### config.mk
export PLATFORM = sky130hd
export DESIGN_NAME = mac_text_to_magic_packet
export DESIGN_NICKNAME = d
export VERILOG_FILES = /design/src/design/mtmp_pkg.sv /design/src/design/mtmp_parse.sv /design/src/design/mac_text_to_magic_packet.sv
export SDC_FILE = /design/constraint.sdc
export NUM_CORES = 1
export LEC_CHECK = 0
export ABC_AREA = 1
export BUFFER_PORTS_ARGS = -buffer_cell sky130_fd_sc_hd__buf_4
export CORE_MARGIN = 10
export CORE_UTILIZATION = 30
export CTS_BUF_LIST = sky130_fd_sc_hd__clkbuf_4 sky130_fd_sc_hd__clkbuf_8 sky130_fd_sc_hd__clkbuf_16
export DETAILED_ROUTE_END_ITERATION = 10
export GPL_TIMING_DRIVEN = 1
export SYNTH_ARGS = -nofsm -noshare
export SYNTH_HDL_FRONTEND = slang
export SYNTH_HIERARCHICAL = 1
export SYNTH_SLANG_ARGS = --single-unit
### constraint.sdc
create_clock -name clk -period 5.8 [get_ports clk]
set_input_delay 1.16 -clock clk [delete_from_list [all_inputs] [get_ports clk]]
set_output_delay 1.16 -clock clk [all_outputs]
set_load 0.05 [all_outputs]
### src/design/mtmp_pkg.sv
// Shared types, constants and the hex digit decoder for the magic packet builder.
`timescale 1ns / 1ps
package mtmp_pkg;

	// Width of one packet word (six bytes)
	localparam int WORD_W = 48;
	// Width of a MAC nibble
	localparam int NIB_W = 4;
	// Width of the digit counter, which saturates at COUNT_MAX
	localparam int CNT_W = 4;

	localparam logic [CNT_W-1:0] DIGITS_NEEDED = 4'd12;
	localparam logic [CNT_W-1:0] COUNT_MAX = 4'd13;

	// Default number of MAC copies after the sync word
	localparam int COPIES_DEF = 16;

	// Decoded character: is_digit set for 0-9, a-f, A-F
	typedef struct packed {
		logic             is_digit;
		logic [NIB_W-1:0] nibble;
	} hex_digit_t;

	// Parser view of the text as it stands
	typedef struct packed {
		logic              mac_ok;
		logic [WORD_W-1:0] mac;
	} text_state_t;

	function automatic hex_digit_t hex_decode(input logic [7:0] c);
		hex_digit_t d;
		d.is_digit = 1'b1;
		d.nibble   = '0;
		if (c >= 8'h30 && c <= 8'h39) begin
			d.nibble = c[3:0];
		end else if ((c >= 8'h61 && c <= 8'h66) || (c >= 8'h41 && c <= 8'h46)) begin
			// letters a-f / A-F share the low bits: 1..6 maps to 10..15
			d.nibble = c[3:0] + 4'd9;
		end else begin
			d.is_digit = 1'b0;
		end
		return d;
	endfunction

endpackage

### src/design/mtmp_parse.sv
// Character parser: shifts hex digits into the MAC register and counts them.
`timescale 1ns / 1ps
module mtmp_parse (
	input  logic                  clk,
	input  logic                  arst_n,
	input  logic                  step,
	input  logic                  finish,
	input  logic [7:0]            ch,
	output mtmp_pkg::text_state_t text
);

	logic [mtmp_pkg::CNT_W-1:0]  digit_count_q;
	logic [mtmp_pkg::WORD_W-1:0] mac_shift_q;
	mtmp_pkg::hex_digit_t        dig;

	assign dig = mtmp_pkg::hex_decode(ch);

	// Shift and count on digits; finish starts a new text
	always_ff @(posedge clk or negedge arst_n) begin
		if (!arst_n) begin
			digit_count_q <= '0;
			mac_shift_q   <= '0;
		end else if (finish) begin
			digit_count_q <= '0;
			mac_shift_q   <= '0;
		end else if (step && dig.is_digit) begin
			mac_shift_q <= {mac_shift_q[mtmp_pkg::WORD_W-mtmp_pkg::NIB_W-1:0], dig.nibble};
			if (digit_count_q != mtmp_pkg::COUNT_MAX) begin
				digit_count_q <= digit_count_q + 1'b1;
			end
		end
	end

	assign text.mac_ok = (digit_count_q == mtmp_pkg::DIGITS_NEEDED);
	assign text.mac    = mac_shift_q;

endmodule

### src/design/mac_text_to_magic_packet.sv
// Top level: MAC text in, Wake-on-LAN magic packet words out.
`timescale 1ns / 1ps
// Takes one character per cycle; hex digits of either case build the MAC and
// anything else is skipped. An end-of-text transfer yields either 1 + COPIES
// words (all ones, then the MAC COPIES times, last set on the final one) or
// a single error word (zero, status 1, last 1). Characters are taken every
// cycle, even while a packet drains; an end-of-text transfer waits until the
// final word of the previous packet sits in the output register and leaves in
// that same cycle. The single output register sends one word per cycle while
// out_ready is high.
module mac_text_to_magic_packet #(
	parameter int COPIES = mtmp_pkg::COPIES_DEF
) (
	input  logic                        clk,
	input  logic                        arst_n,
	input  logic                        in_valid,
	output logic                        in_ready,
	input  logic [7:0]                  ch,
	input  logic                        end_of_text,
	output logic                        out_valid,
	input  logic                        out_ready,
	output logic [mtmp_pkg::WORD_W-1:0] word,
	output logic                        status,
	output logic                        last
);

	localparam int REM_W = $clog2(COPIES + 1);

	mtmp_pkg::text_state_t       text;
	logic [REM_W-1:0]            rem_q;
	logic [mtmp_pkg::WORD_W-1:0] burst_mac_q;
	logic                        out_valid_q;
	logic [mtmp_pkg::WORD_W-1:0] word_q;
	logic                        status_q;
	logic                        last_q;
	logic                        slot_free;
	logic                        in_xfer;
	logic                        eot_xfer;

	assign slot_free = !out_valid_q || out_ready;
	// Characters never wait; end of text needs an idle burst and a free slot
	assign in_ready  = !end_of_text || (rem_q == '0 && slot_free);
	assign in_xfer   = in_valid && in_ready;
	assign eot_xfer  = in_xfer && end_of_text;

	mtmp_parse u_parse (
		.clk    (clk),
		.arst_n (arst_n),
		.step   (in_xfer && !end_of_text),
		.finish (eot_xfer),
		.ch     (ch),
		.text   (text)
	);

	// Burst control and output register
	always_ff @(posedge clk or negedge arst_n) begin
		if (!arst_n) begin
			out_valid_q <= 1'b0;
			rem_q       <= '0;
		end else if (eot_xfer) begin
			out_valid_q <= 1'b1;
			rem_q       <= text.mac_ok ? REM_W'(COPIES) : '0;
		end else if (slot_free) begin
			out_valid_q <= (rem_q != '0);
			if (rem_q != '0) begin
				rem_q <= rem_q - 1'b1;
			end
		end
	end

	// Payload of the output register
	always_ff @(posedge clk) begin
		if (eot_xfer) begin
			burst_mac_q <= text.mac;
			word_q      <= text.mac_ok ? {mtmp_pkg::WORD_W{1'b1}} : '0;
			status_q    <= !text.mac_ok;
			last_q      <= !text.mac_ok;
		end else if (slot_free && rem_q != '0) begin
			word_q   <= burst_mac_q;
			status_q <= 1'b0;
			last_q   <= (rem_q == REM_W'(1));
		end
	end

	assign out_valid = out_valid_q;
	assign word      = word_q;
	assign status    = status_q;
	assign last      = last_q;

	// End of text is never taken while a packet still drains
	a_eot_idle: assert property (@(posedge clk) disable iff (!arst_n)
		eot_xfer |-> rem_q == '0)
		else $error("end of text taken during a burst");

	// Every end-of-text transfer puts a result in the output register
	a_eot_result: assert property (@(posedge clk) disable iff (!arst_n)
		eot_xfer |=> out_valid_q)
		else $error("no result after end of text");

	// A pending burst always has a word waiting
	a_burst_valid: assert property (@(posedge clk) disable iff (!arst_n)
		rem_q != '0 |-> out_valid_q && !last_q)
		else $error("burst pending without a held word");

	// Error results are single, zero and final
	a_error_word: assert property (@(posedge clk) disable iff (!arst_n)
		out_valid_q && status_q |-> last_q && word_q == '0 && rem_q == '0)
		else $error("malformed error result");

endmodule

==> impl_metrics.py <==
metrics = {
    "floorplan": {
        "die_h_um": 165.6,
        "rows": 53,
        "die_area_sq_um": 27430,
        "die_x_um": 165.6,
        "start_util_pct": 30.36,
        "coreArea_sq_um": 20960,
        "io_pins": 65,
    },
    "global_routing": {
        "grt_pass1_wl_mm": 19.58,
        "gr-total-overflow": 0,
        "grt_max_degree": 62,
        "grt_pass1_vias": 3752,
        "antenna_found_initial": 0,
        "track_usage_pct": 8.645,
    },
    "yosys": {
        "synth_area_sq_um": 6362,
        "synth-seq-cells": 156,
        "ys_top_cells_by_count": "nand2_1, edfxtp_1, nand3_1",
        "synth_edf_count": 98,
        "async_flop_share_pct": 37.18,
        "netlist.area_leader.share_pct": 46.25,
        "yosys.area.top_type": "edfxtp_1",
        "yosys.cell_types.count": 27,
        "ys_seq_area_share_pct": 69.07,
        "ys.flop_type": "edfxtp_1",
        "yosysMostFrequentCell": "nand2_1",
        "synth.area.top_cells": "edfxtp_1, dfrtp_1, nand2_1",
        "synth_nets": 588,
        "synth_cells": 566,
        "yosysWarnings": 6,
        "avgSynthCellArea_sq_um": 11.24,
    },
    "timing": {
        "hold_slack_ns": 0.4500,
        "post-route-min-period_ns": 3.406,
        "max_clock_freq_ghz": 0.2936,
        "tightest_slew_ns": 1.079,
        "rsz0062_at_grt": "no",
        "setup_viol": 0,
        "slew_headroom_pct": 27.92,
        "finalMaxSlewViolations": 0,
        "finClkSkew_ns": 0.009250,
        "setup_tns_ns": 0,
        "finalHoldViolCount": 0,
        "finalCritPeriodShare_pct": 58.72,
    },
    "setup_path": {
        "crit_arrival_ns": 3.66,
        "crit_chain": "buf_4 -> nand2_1 -> nor2_2 -> nand2_4 -> inv_2 -> buf_4 -> nand2_2 -> nand2_1",
        "cpPeakStageDelay_ns": 0.76,
        "endpoint_kind": "flop",
        "r2r_start": "rem_q[0]",
        "setup.worst_path.class": "in -> reg",
        "r2r_slack_ns": 2.53,
        "critPathMaxFanout": 61,
        "reg2reg_depth": 9,
        "cpLargestDelayFamily": "simple AND/OR/NAND/NOR gates",
        "crit_required_ns": 6.05,
        "r2r-end": "word[21]",
        "worst-path-buf-inv": 3,
        "startpoint_type": "input pin",
        "critical-path-slowest-cell": "nand2_2",
    },
    "outcome": {
        "status": "finished clean",
    },
    "drt": {
        "drc": 0,
        "routed_via_density": 4.269,
        "wirelength_mm": 11.62,
        "vias": 3889,
        "ant_nets": 0,
        "drt_first_iter_violations": 252,
        "routedWlPerCell_um": 12.76,
        "drt_first_pass_iters": 5,
    },
    "hold_path": {
        "hold_path.startpoint": "u_parse/mac_shift_q[11]",
        "whs_path_depth": 0,
        "hold_path_class": "reg -> reg",
        "hold_end": "burst_mac_q[11]",
    },
    "clock_network": {
        "insertion_delay_ns": 0.42,
        "holdBufCountCts": 0,
        "max-clock-path-buffers": 2,
        "cts_buffers": 17,
        "ctsResizeCount": 0,
        "clock_sinks": 156,
        "cts_tree": "done",
        "post-cts-setup-buffer-count": 0,
        "h-tree-depth": 4,
        "clock-root-buffer": "clkbuf_16",
        "path_clk_slew_ns": 0.06,
    },
    "power_and_ir_drop": {
        "ir_worst_vdd_v": 0.0002178,
        "p_leak_uw": 0.003584,
        "powerDensity_nw_per_um2": 469.8,
    },
    "place": {
        "gp_congestion": 0.7575,
        "dpl.hpwl_mm": 7.176,
        "placement.io_buffers": 64,
    },
    "flow_run": {
        "cap_violations": 0,
    },
    "finish": {
        "antennaDiodeCount": 0,
        "area_growth_pct": 19.53,
        "final_layout_size_suffix_gt1_share_pct": 20.28,
        "nets": 645,
        "fin_util_pct": 36.29,
    },
}
-- flip-flops by register name (all words and copies together) (netlist names) --
| signal | flops |
|---|---|
| out_valid | 1 |
| burst_mac_q | 48 |
| u_parse/digit_count_q | 4 |
| rem_q | 5 |
| status | 1 |
| word | 48 |
| last | 1 |
| u_parse/mac_shift_q | 48 |
-- power by group --
part           switching [uW]  total [uW]  internal, uW
Clock                     416        1070           657
Combinational             675         934           259
Sequential                110        1570          1460
-- per-stage QoR --
| step | instance area, sq um | instances | setup WS [ns] | power, uW |
|---|---|---|---|---|
| after floorplan | 6362 | 566 | 2.336 | 2252 |
| after global placement | 7023 | 879 | 1.992 | 2530 |
| after detailed placement | 7023 | 879 | 1.922 | 2538 |
| after CTS | 7605 | 911 | 2.351 | 3618 |
| after global routing | 7605 | 911 | 2.047 | 3775 |
| final | 7605 | 911 | 2.394 | 3573 |
-- metal layers --
| layer | GRT usage, % | part of all wire [%] |
|---|---|---|
| met3 | 2.674 | 4.8 |
| met5 | 0 | 0 |
| met4 | 3.698 | 1.6 |
| met2 | 13.47 | 47 |
| met1 | 10.84 | 46 |
-- kinds of logic (layout without fill, tap and decap cells) --
family          after synthesis  count (layout)  synth area share, %
simple gates                302             302                21.06
flops                       156             156                69.07
buf+inv                      70             140                5.388
xor+xnor                      3               3               0.4131
compound gates               26              26                2.301
fa+ha+maj                     9               9                1.770
-- cell type report --
cell class | instances | area (sq um)
Fill cell | 2083 | 13350
Clock buffer | 21 | 461.7
Multi-Input combinational cell | 340 | 1628
Inverter | 41 | 153.9
Sequential cell | 156 | 4394
Tap cell | 275 | 344.1
Clock inverter | 11 | 120.1
Timing Repair Buffer | 67 | 503.0
-- layout by cell type, fill, tap and decap left out, types with 2 or more instances in the layout --
cell / instances
clkinv_2: 3
nand2_4: 4
dfrtp_1: 58
nor2_1: 13
clkinv_4: 2
clkbuf_16: 17
inv_2: 5
ha_1: 9
clkinvlp_4: 2
xor2_1: 2
inv_1: 36
nand3_1: 88
nand2_1: 175
buf_4: 67
nor2_2: 2
nor2_4: 2
bufinv_16: 2
clkbuf_4: 3
a21oi_1: 2
nand2_2: 15
o21ai_0: 20
edfxtp_1: 98
-- how the worst max path moves through the flow --
stage	start	endpoint	slack, ns	cells after the start
after detailed placement	end_of_text	word[11]	1.92	8
after global placement	end_of_text	word[26]	1.99	8
after floorplan	out_ready	in_ready	2.34	2
after global routing	end_of_text	word[21]	2.05	8
after CTS	end_of_text	word[11]	2.35	8
final	end_of_text	word[21]	2.39	8
-- worst register-to-register path, stage by stage (launching register included) --
cell,delay [ns]
dfrtp_1,0.38
inv_1,0.14
ha_1,0.21
nand2_2,0.08
nor2_4,0.14
nand2_4,0.30
inv_2,0.20
buf_4,0.60
nand2_2,0.79
nand2_1,0.26
Note: power is estimated with default switching activity, not from simulation.
